File: src/rtl/lhl_pkg.sv
// Package for the Lua highlight lexer: token classes, byte classes, word match tables.
// Used by every module of the lexer; no dependencies.
package lhl_pkg;

   localparam int MaxLineLenDefault = 4096;
   localparam int MaxWordLenDefault = 8;
   localparam int ColWidth = 12;
   localparam int LenWidth = 13;
   localparam int TableWordLen = 8;

   typedef enum logic [2:0] {
      CLS_DEFAULT  = 3'd0,
      CLS_KEYWORD  = 3'd1,
      CLS_BUILTIN  = 3'd2,
      CLS_STRING   = 3'd3,
      CLS_NUMBER   = 3'd4,
      CLS_COMMENT  = 3'd5,
      CLS_FUNCTION = 3'd6
   } token_class_type;

   // Right-justified word: last char in bits 7:0, zero padded above
   typedef logic [8*TableWordLen-1:0] word_type;

   // Token finished by the front end; word class is resolved in the back end
   typedef struct packed {
      logic            is_word;
      logic            paren_next;
      logic            too_long;
      logic [3:0]      fill;
      logic [8*TableWordLen-1:0] word;
      token_class_type cls;
      logic [ColWidth-1:0] start;
      logic [LenWidth-1:0] length;
      logic            last;
   } token_type;

   function automatic logic is_digit(input logic [7:0] c);
      return (c >= 8'h30) && (c <= 8'h39);
   endfunction

   function automatic logic is_alpha(input logic [7:0] c);
      return ((c >= 8'h61) && (c <= 8'h7a)) || ((c >= 8'h41) && (c <= 8'h5a));
   endfunction

   localparam int NumKw = 22;
   localparam int NumBi = 53;

   // Word bytes are never zero, so equal padded values mean equal words
   localparam logic [NumKw-1:0][8*TableWordLen-1:0] KwTable = {
      64'("and"), 64'("break"), 64'("do"), 64'("else"), 64'("elseif"), 64'("end"),
      64'("false"), 64'("for"), 64'("function"), 64'("goto"), 64'("if"), 64'("in"),
      64'("local"), 64'("nil"), 64'("not"), 64'("or"), 64'("repeat"), 64'("return"),
      64'("then"), 64'("true"), 64'("until"), 64'("while")
   };

   localparam logic [NumBi-1:0][8*TableWordLen-1:0] BiTable = {
      64'("_init"), 64'("_update"), 64'("_draw"), 64'("cls"), 64'("pset"),
      64'("pget"), 64'("line"), 64'("rect"), 64'("rectfill"), 64'("circ"),
      64'("circfill"), 64'("spr"), 64'("sspr"), 64'("print"), 64'("camera"),
      64'("clip"), 64'("pal"), 64'("map"), 64'("mget"), 64'("mset"), 64'("fget"),
      64'("mapload"), 64'("btn"), 64'("btnp"), 64'("sfx"), 64'("music"),
      64'("stop"), 64'("volume"), 64'("save"), 64'("load"), 64'("delete"),
      64'("flr"), 64'("ceil"), 64'("abs"), 64'("sgn"), 64'("min"), 64'("max"),
      64'("mid"), 64'("sin"), 64'("cos"), 64'("atan2"), 64'("sqrt"), 64'("rnd"),
      64'("irnd"), 64'("srand"), 64'("time"), 64'("dt"), 64'("fps"), 64'("stat"),
      64'("exit"), 64'("trace"), 64'("overlap"), 64'("distance")
   };

   function automatic logic is_keyword(input word_type w);
      logic hit;
      hit = 1'b0;
      for (int i = 0; i < NumKw; i++) hit |= (w == KwTable[i]);
      return hit;
   endfunction

   function automatic logic is_builtin(input word_type w);
      logic hit;
      hit = 1'b0;
      for (int i = 0; i < NumBi; i++) hit |= (w == BiTable[i]);
      return hit;
   endfunction

endpackage

File: src/rtl/lhl_front.sv
// Front end: per-byte lexer state machine, emits up to two raw tokens per transaction.
// Depends on lhl_pkg.
module lhl_front #(
   parameter int MAX_LINE_LEN = lhl_pkg::MaxLineLenDefault,
   parameter int MAX_WORD_LEN = lhl_pkg::MaxWordLenDefault
) (
   input  logic               clock,
   input  logic               reset,
   input  logic               take,
   input  logic               kind,
   input  logic [7:0]         ch,
   output logic               tok_a_vld,
   output lhl_pkg::token_type tok_a,
   output logic               tok_b_vld,
   output lhl_pkg::token_type tok_b
);
   import lhl_pkg::*;

   localparam int WIdxW = $clog2(MAX_WORD_LEN);
   // Internal counters cover the full line length; tokens carry the low bits
   localparam int ColW = ($clog2(MAX_LINE_LEN) > ColWidth) ? $clog2(MAX_LINE_LEN)
                                                           : ColWidth;
   localparam int RunW = ($clog2(MAX_LINE_LEN + 1) > LenWidth) ? $clog2(MAX_LINE_LEN + 1)
                                                               : LenWidth;

   typedef enum logic [2:0] {
      M_IDLE, M_DASH, M_DOT, M_NUMBER, M_IDENT, M_STRING, M_COMMENT
   } mode_type;

   mode_type mode_ff, mode_in;
   logic quote_dq_ff, quote_dq_in;
   logic esc_ff, esc_in;
   logic [7:0] word_ff [MAX_WORD_LEN];
   logic [7:0] word_in [MAX_WORD_LEN];
   logic [4:0] fill_ff, fill_in;
   logic too_long_ff, too_long_in;
   logic [ColW-1:0] start_ff, start_in;
   logic [RunW-1:0] run_ff, run_in;
   logic [ColW-1:0] col_ff, col_in;

   logic [RunW-1:0] run_grow;
   logic [8*TableWordLen-1:0] word_flat;
   logic [3:0] fill_tab;
   logic open_byte;

   // Words longer than the table width never match, so only 8 bytes are compared
   always_comb begin
      word_flat = '0;
      for (int k = 0; k < TableWordLen; k++) begin
         if (k < MAX_WORD_LEN && 5'(k) < fill_ff) word_flat[8*k +: 8] = word_ff[k];
      end
      fill_tab = (fill_ff > 5'(TableWordLen)) ? 4'hf : fill_ff[3:0];
   end

   assign run_grow = (run_ff < RunW'(MAX_LINE_LEN)) ? run_ff + 1'b1 : run_ff;

   always_comb begin
      token_type t0;
      t0 = '0;
      t0.start = start_ff[ColWidth-1:0];
      t0.length = run_ff[LenWidth-1:0];
      t0.word = word_flat;
      t0.fill = fill_tab;
      t0.too_long = too_long_ff || (fill_ff > 5'(TableWordLen));

      mode_in = mode_ff;
      quote_dq_in = quote_dq_ff;
      esc_in = esc_ff;
      word_in = word_ff;
      fill_in = fill_ff;
      too_long_in = too_long_ff;
      start_in = start_ff;
      run_in = run_ff;
      col_in = col_ff;
      tok_a_vld = 1'b0;
      tok_a = t0;
      tok_b_vld = 1'b0;
      tok_b = t0;
      open_byte = 1'b0;

      if (kind) begin
         // End of line flushes whatever is pending
         case (mode_ff)
            M_DASH, M_DOT: begin
               tok_a_vld = 1'b1; tok_a.cls = CLS_DEFAULT; tok_a.length = LenWidth'(1);
            end
            M_NUMBER:  begin tok_a_vld = 1'b1; tok_a.cls = CLS_NUMBER; end
            M_IDENT:   begin tok_a_vld = 1'b1; tok_a.is_word = 1'b1; end
            M_STRING:  begin tok_a_vld = 1'b1; tok_a.cls = CLS_STRING; end
            M_COMMENT: begin tok_a_vld = 1'b1; tok_a.cls = CLS_COMMENT; end
            default: ;
         endcase
         mode_in = M_IDLE;
         esc_in = 1'b0;
         col_in = '0;
      end else begin
         case (mode_ff)
            M_DASH: begin
               if (ch == 8'h2d) begin mode_in = M_COMMENT; run_in = run_grow; end
               else begin
                  tok_a_vld = 1'b1; tok_a.cls = CLS_DEFAULT; tok_a.length = LenWidth'(1);
                  open_byte = 1'b1;
               end
            end
            M_DOT: begin
               if (is_digit(ch)) begin mode_in = M_NUMBER; run_in = run_grow; end
               else begin
                  tok_a_vld = 1'b1; tok_a.cls = CLS_DEFAULT; tok_a.length = LenWidth'(1);
                  open_byte = 1'b1;
               end
            end
            M_NUMBER: begin
               if (is_digit(ch) || is_alpha(ch) || ch == 8'h2e) run_in = run_grow;
               else begin
                  tok_a_vld = 1'b1; tok_a.cls = CLS_NUMBER; open_byte = 1'b1;
               end
            end
            M_IDENT: begin
               if (is_digit(ch) || is_alpha(ch) || ch == 8'h5f) begin
                  if (fill_ff < 5'(MAX_WORD_LEN)) begin
                     word_in[fill_ff[WIdxW-1:0]] = ch;
                     fill_in = fill_ff + 1'b1;
                  end else too_long_in = 1'b1;
                  run_in = run_grow;
               end else begin
                  tok_a_vld = 1'b1; tok_a.is_word = 1'b1;
                  tok_a.paren_next = (ch == 8'h28);
                  open_byte = 1'b1;
               end
            end
            M_STRING: begin
               run_in = run_grow;
               if (esc_ff) esc_in = 1'b0;
               else if (ch == 8'h5c) esc_in = 1'b1;
               else if (ch == (quote_dq_ff ? 8'h22 : 8'h27)) begin
                  tok_a_vld = 1'b1; tok_a.cls = CLS_STRING;
                  tok_a.length = run_grow[LenWidth-1:0];
                  mode_in = M_IDLE;
               end
            end
            M_COMMENT: run_in = run_grow;
            default: open_byte = 1'b1;
         endcase

         // Lex this byte from idle
         if (open_byte) begin
            start_in = col_ff;
            run_in = RunW'(1);
            if (ch == 8'h2d) mode_in = M_DASH;
            else if (ch == 8'h22 || ch == 8'h27) begin
               mode_in = M_STRING; quote_dq_in = (ch == 8'h22); esc_in = 1'b0;
            end else if (is_digit(ch)) mode_in = M_NUMBER;
            else if (ch == 8'h2e) mode_in = M_DOT;
            else if (is_alpha(ch) || ch == 8'h5f) begin
               mode_in = M_IDENT; word_in[0] = ch; fill_in = 5'd1; too_long_in = 1'b0;
            end else begin
               mode_in = M_IDLE;
               tok_b_vld = 1'b1;
               tok_b = '0;
               tok_b.cls = CLS_DEFAULT;
               tok_b.start = col_ff[ColWidth-1:0];
               tok_b.length = LenWidth'(1);
            end
         end
         if (col_ff < ColW'(MAX_LINE_LEN - 1)) col_in = col_ff + 1'b1;
      end
      tok_a.last = !tok_b_vld;
      tok_b.last = 1'b1;
   end

   // Lexer state
   always_ff @(posedge clock) begin
      if (reset) begin
         mode_ff <= M_IDLE;
         quote_dq_ff <= 1'b0;
         esc_ff <= 1'b0;
         fill_ff <= '0;
         too_long_ff <= 1'b0;
         start_ff <= '0;
         run_ff <= '0;
         col_ff <= '0;
      end else if (take) begin
         mode_ff <= mode_in;
         quote_dq_ff <= quote_dq_in;
         esc_ff <= esc_in;
         fill_ff <= fill_in;
         too_long_ff <= too_long_in;
         start_ff <= start_in;
         run_ff <= run_in;
         col_ff <= col_in;
      end
   end

   // Word bytes: payload only
   always_ff @(posedge clock) begin
      if (take) word_ff <= word_in;
   end
endmodule

File: src/rtl/lhl_queue.sv
// Token queue between front and back end; accepts up to two entries per cycle.
// Depends on lhl_pkg.
module lhl_queue #(
   parameter int DEPTH = 4
) (
   input  logic               clock,
   input  logic               reset,
   input  logic               push_a,
   input  lhl_pkg::token_type data_a,
   input  logic               push_b,
   input  lhl_pkg::token_type data_b,
   input  logic               pop,
   output logic               not_empty,
   output logic               room_two,
   output lhl_pkg::token_type head
);
   import lhl_pkg::*;

   localparam int AW = $clog2(DEPTH);

   token_type mem_ff [DEPTH];
   logic [AW-1:0] wr_ff, rd_ff;
   logic [AW:0] cnt_ff;
   logic [AW-1:0] wr_b;
   logic [1:0] n_push;

   assign not_empty = (cnt_ff != '0);
   assign room_two = (cnt_ff <= (AW+1)'(DEPTH - 2));
   assign head = mem_ff[rd_ff];
   assign wr_b = push_a ? wr_ff + 1'b1 : wr_ff;
   assign n_push = {1'b0, push_a} + {1'b0, push_b};

   // Pointers and count
   always_ff @(posedge clock) begin
      if (reset) begin
         wr_ff <= '0; rd_ff <= '0; cnt_ff <= '0;
      end else begin
         wr_ff <= wr_ff + AW'(n_push);
         if (pop) rd_ff <= rd_ff + 1'b1;
         cnt_ff <= cnt_ff + (AW+1)'(n_push) - (AW+1)'(pop);
      end
   end

   // Entry storage
   always_ff @(posedge clock) begin
      if (push_a) mem_ff[wr_ff] <= data_a;
      if (push_b) mem_ff[wr_b] <= data_b;
   end
endmodule

File: src/rtl/lhl_back.sv
// Back end: resolves word class against the keyword/builtin tables, output register.
// Depends on lhl_pkg.
module lhl_back (
   input  logic               clock,
   input  logic               reset,
   input  logic               q_vld,
   input  lhl_pkg::token_type q_head,
   output logic               q_pop,
   output logic               rsp_valid,
   input  logic               rsp_stall,
   output logic [2:0]         rsp_token_class,
   output logic [11:0]        rsp_token_start,
   output logic [12:0]        rsp_token_length,
   output logic               rsp_last_of_run
);
   import lhl_pkg::*;

   logic vld_ff;
   logic [2:0] cls_ff, cls_in;
   logic [11:0] start_ff;
   logic [12:0] len_ff;
   logic last_ff;
   word_type word_rj;

   // Output register loads when empty or drained
   assign q_pop = q_vld && (!vld_ff || !rsp_stall);

   // Right-justify the stored word so it lines up with the table entries
   always_comb begin
      word_rj = '0;
      for (int k = 0; k < TableWordLen; k++) begin
         if (4'(k) < q_head.fill)
            word_rj = {word_rj[8*TableWordLen-9:0], q_head.word[8*k +: 8]};
      end
   end

   always_comb begin
      cls_in = q_head.cls;
      if (q_head.is_word) begin
         if (!q_head.too_long && is_keyword(word_rj)) cls_in = CLS_KEYWORD;
         else if (!q_head.too_long && is_builtin(word_rj))
            cls_in = CLS_BUILTIN;
         else if (q_head.paren_next) cls_in = CLS_FUNCTION;
         else cls_in = CLS_DEFAULT;
      end
   end

   always_ff @(posedge clock) begin
      if (reset) vld_ff <= 1'b0;
      else if (q_pop) vld_ff <= 1'b1;
      else if (!rsp_stall) vld_ff <= 1'b0;
   end

   always_ff @(posedge clock) begin
      if (q_pop) begin
         cls_ff <= cls_in;
         start_ff <= q_head.start;
         len_ff <= q_head.length;
         last_ff <= q_head.last;
      end
   end

   assign rsp_valid = vld_ff;
   assign rsp_token_class = cls_ff;
   assign rsp_token_start = start_ff;
   assign rsp_token_length = len_ff;
   assign rsp_last_of_run = last_ff;
endmodule

File: src/rtl/lua_highlight_token_lexer_core.sv
// Top level of the Lua highlight lexer: front end, token queue, back end.
// Depends on lhl_pkg, lhl_front, lhl_queue, lhl_back.
//
//   channel | direction | ports
//   req     | in        | req_valid, req_stall, req_kind, req_ch
//   rsp     | out       | rsp_valid, rsp_stall, rsp_token_class/start/length, rsp_last_of_run
//
// One transaction per cycle in; tokens leave one per cycle from the back end unless rsp_stall.
// A transaction yields zero to two tokens; sustained rate is one transaction per
// cycle unless output is stalled or many single-byte tokens fill the 4-entry queue.
// Each token is queued, then registered at the output. Synchronous reset clears all control.
// req_stall rises when the queue cannot take two more tokens.
module lua_highlight_token_lexer_core #(
   parameter int MAX_LINE_LEN = lhl_pkg::MaxLineLenDefault,
   parameter int MAX_WORD_LEN = lhl_pkg::MaxWordLenDefault
) (
   input  logic        clock,
   input  logic        reset,
   input  logic        req_valid,
   output logic        req_stall,
   input  logic        req_kind,
   input  logic [7:0]  req_ch,
   output logic        rsp_valid,
   input  logic        rsp_stall,
   output logic [2:0]  rsp_token_class,
   output logic [11:0] rsp_token_start,
   output logic [12:0] rsp_token_length,
   output logic        rsp_last_of_run
);
   import lhl_pkg::*;

   logic take;
   logic a_vld, b_vld, q_ne, q_room, q_pop;
   token_type tok_a, tok_b, q_head;

   assign req_stall = !q_room;
   assign take = req_valid && !req_stall;

   lhl_front #(.MAX_LINE_LEN(MAX_LINE_LEN), .MAX_WORD_LEN(MAX_WORD_LEN)) u_front (
      .clock, .reset, .take, .kind(req_kind), .ch(req_ch),
      .tok_a_vld(a_vld), .tok_a, .tok_b_vld(b_vld), .tok_b
   );

   lhl_queue #(.DEPTH(4)) u_queue (
      .clock, .reset,
      .push_a(take && a_vld), .data_a(tok_a),
      .push_b(take && b_vld), .data_b(tok_b),
      .pop(q_pop), .not_empty(q_ne), .room_two(q_room), .head(q_head)
   );

   lhl_back u_back (
      .clock, .reset, .q_vld(q_ne), .q_head, .q_pop,
      .rsp_valid, .rsp_stall, .rsp_token_class, .rsp_token_start,
      .rsp_token_length, .rsp_last_of_run
   );

   // A result never shows a zero length
   a_len_nonzero: assert property (@(posedge clock) disable iff (reset)
      rsp_valid |-> rsp_token_length != '0) else $error("zero-length token");

   // Class stays within the defined codes
   a_cls_range: assert property (@(posedge clock) disable iff (reset)
      rsp_valid |-> rsp_token_class != 3'd7) else $error("bad token class");

   // Queue never pops while empty
   a_pop_safe: assert property (@(posedge clock) disable iff (reset)
      q_pop |-> q_ne) else $error("pop from empty queue");
endmodule
File: config.mk
export PLATFORM = sky130hd
export DESIGN_NAME = lua_highlight_token_lexer_core
export DESIGN_NICKNAME = d
export VERILOG_FILES = /design/src/rtl/lhl_pkg.sv /design/src/rtl/lhl_front.sv /design/src/rtl/lhl_queue.sv /design/src/rtl/lhl_back.sv /design/src/rtl/lua_highlight_token_lexer_core.sv
export SDC_FILE = /design/constraint.sdc
export NUM_CORES = 1
export LEC_CHECK = 0
export BUFFER_PORTS_ARGS = -buffer_cell sky130_fd_sc_hd__buf_2
export CORE_MARGIN = 2
export CORE_UTILIZATION = 35
export DETAILED_ROUTE_END_ITERATION = 8
export PLACE_DENSITY = 0.61
export SLEW_MARGIN = 30
export SYNTH_ARGS = -nofsm -noshare
export SYNTH_HDL_FRONTEND = slang
export SYNTH_HIERARCHICAL = 1
export SYNTH_SLANG_ARGS = --single-unit
File: constraint.sdc
create_clock -name clock -period 7.6 [get_ports clock]
set_input_delay 0 -clock clock [delete_from_list [all_inputs] [get_ports clock]]
set_output_delay 0 -clock clock [all_outputs]
set_load 0.02 [all_outputs]
==> results.cfg <==
[min_path]
hold_class = input port to flip-flop
hold_depth = 2
hold_start = req_ch[7]

[critical_path]
r2r_setup_slack_ns = 1.63
path_delay_family = simple AND/OR/NAND/NOR gates
max_stage_delay_ns = 0.76
worst-path-stages = 14
worst-path-max-fanout = 50
critical_path.most_common_cell = or4_1
cp-end-kind = flip-flop
cp.arrival_ns = 6.45
slowest_stage = mux4_2
worstRegToRegCells = 14
cp.buffers_inverters = 1
path_class = flip-flop to flip-flop
r2r-end = u_back/rsp_token_class[1]
cp.required_ns = 8.08
crit_chain = mux4_2, buf_4, mux2_2, a32oi_1, a21oi_1, a211oi_1, nor4b_2, nand3_1, or4_1, or4_1, o41ai_1, nor4_1, o211a_1, a2bb2oi_2
worstSetupStartpointType = flip-flop

[floorplanning]
num_rows = 112
die_height_microns = 309
die_area_sq_mm = 0.0957
coreArea_sq_mm = 0.0929
ios = 44
die_w_microns = 309
initial_core_util_pct = 35.1

[route]
drc = 0
dr.max_layer_used = met4
firstDrtPassIters = 9
vias = 22300
met3_length_microns = 6620
ant_nets = 0
routed_via_density = 5.77
initialDrtViolationCount = 2470
drt-met1-wl_microns = 40900
wl_met2_microns = 45300
finalWirelength_microns = 96000
wl_per_cell_microns = 24.8

[synth]
ys_top_cells_by_area = edfxtp_1, mux2_1, mux4_2
syn_area_sq_mm = 0.0326
synthArstFlopShare_pct = 0
synth.avg_cell_area_sq_um = 12.6
ys.flop_type = edfxtp_1
synth_cell_types = 109
yosys.area.top_type_share_pct = 45.4
synth-edff-count = 493
ys_warn_count = 6
synth_seq_cells = 551
syn_inst = 2584
ys_seq_area_share_pct = 48.9
yosysTopAreaCell = edfxtp_1

[final_layout]
fill_cells = 8919
mostFrequentLayoutCell = edfxtp_1
fin_nets = 2595
drive_above_1_share_pct = 17.2
syn_to_final_growth_pct = 9.01
diodes = 0
final_cell_mix = edfxtp_1, mux2_1, nor2_1, nand2_1, nor2b_1

[sta]
tns_ns = 0
finalHoldViolCount = 0
slew_headroom_pct = 31.6
tightest_slew_ns = 1.02
period_needed_ns = 5.97
finalSetupViolCount = 0
slew_viol_final = 0
skew_ns = 0.0252
fmax_mhz = 167
post-route-period-util_pct = 78.6
rsz0062_at_grt = false

[grt]
grt_pass1_vias = 22500
overflow = 0
track_usage_pct = 19.9
grt_max_degree = 101
antenna_found_initial = 0
grt_pass1_wl_microns = 145000

[clock_tree]
cts_buffer_depth = 3
numClockSinks = 551
htreeDepth = 2
cts_tree = done
path_clk_slew_ns = 0.06
cts_hold_repair.buffers = 13
cts_resized = 0
tritoncts.num_buffers = 59
cts_root_buf = clkbuf_16
insertion_delay_ns = 0.62
postCtsSetupBuffers = 0

[power_and_ir_drop]
vdd_drop_max_uv = 224
finalPower_mw = 10.2
p_leak_nw = 12.6
p_per_area_mw_per_mm2 = 287

[placement]
finalWeightedCongestion = 1.02
hpwl_microns = 60800
port_buffers = 43

[job]
cap_viol_max_count = 0

[run_status]
status = finished clean
[synth_stat cells (9+ instances only)]
cell type	n
o31ai_1	14
mux2_4	72
clkbuf_1	50
buf_1	9
nor2b_1	108
and3_1	24
o21a_1	11
a21oi_1	102
o32ai_1	12
edfxtp_1	493
nor3_1	46
nand4b_1	12
a21o_1	13
nand3b_1	13
nor3b_1	13
or2_2	9
buf_2	46
nand2b_1	39
nor4_1	31
buf_4	17
o22ai_1	10
and2_1	71
a31oi_1	15
ha_1	12
xnor2_1	14
a221oi_1	13
inv_1	47
dfxtp_1	58
buf_6	43
nand2_1	137
nor2_1	148
mux2i_1	9
or4_1	14
nand3_1	68
mux4_2	102
nand4_1	41
a22oi_1	13
o21ai_0	68
or3_1	21
mux2_2	58
mux2_1	303
[per-layer routing]
| metal | up-vias | global-route usage [%] |
|---|---|---|
| met5 | - | 0 |
| met4 | 0 | 6.76 |
| met1 | 11200 | 27.1 |
| met2 | 923 | 32.7 |
| met3 | 222 | 2.81 |
| li1 | 9993 | - |
[worst max path at each step]
stage	to	from
after floorplan	u_queue/mem_ff[3][0]	req_ch[2]
final	u_back/rsp_token_class[1]	flip-flop
after CTS	u_back/rsp_token_class[1]	flip-flop
after global placement	u_back/rsp_token_class[2]	flip-flop
after detailed placement	u_back/rsp_token_class[1]	flip-flop
after global routing	u_back/rsp_token_class[2]	flip-flop
[through the flow]
| stage | hold WS, ns | std cells | cell area, sq um | setup slack, ns | utilization, % |
|---|---|---|---|---|---|
| after floorplan | 0.0716 | 2588 | 32700 | 2.18 | - |
| after global placement | 0.286 | 3747 | 33700 | 1.90 | 36.2 |
| after detailed placement | 0.299 | 3748 | 33700 | 1.87 | 36.3 |
| after CTS | 0.319 | 3870 | 35600 | 1.83 | 38.3 |
| after global routing | 0.335 | 3871 | 35600 | 1.23 | 38.3 |
| final | 0.362 | 3871 | 35600 | 1.63 | 38.3 |
[worst register-to-register path, delay by kind of cell (launching register included)]
family | cells | cell delay, ns
DFF | 1 | 0.57
muxes | 2 | 1.22
and+or+nand+nor | 5 | 2.23
AOI/OAI and AO/OA | 6 | 1.28
buffers and inverters | 1 | 0.56
[cell type report]
cell class / instances / area (sq um) / area share [%]
Sequential cell: 551 / 16000 / 44.9
Multi-Input combinational cell: 1809 / 15300 / 43.0
Clock buffer: 79 / 1580 / 4.45
Tap cell: 1254 / 1570 / 4.41
Timing Repair Buffer: 98 / 803 / 2.26
Inverter: 50 / 189 / 0.531
Clock inverter: 30 / 159 / 0.447
[kinds of logic (layout without fill, tap and decap cells)]
| kind of cell | count (synthesis) | in the layout | share of synthesized area (%) |
|---|---|---|---|
| DFF | 551 | 551 | 48.9 |
| and+or+nand+nor | 835 | 835 | 14.1 |
| adders and majority gates | 13 | 13 | 0.521 |
| buffers and inverters | 228 | 257 | 4.55 |
| muxes | 544 | 544 | 23.1 |
| other | 2 | 6 | 0.0230 |
| AOI/OAI and AO/OA | 389 | 389 | 8.23 |
| xor gates and xnor gates | 22 | 22 | 0.590 |
[power by group]
part	internal [mW]	switching, mW	total, mW	leakage [nW]
Clock	1.45	1.18	2.64	0.848
Sequential	3.51	0.120	3.63	5.22
Combinational	1.24	2.70	3.94	6.55
(Power assumes the default switching activity.)
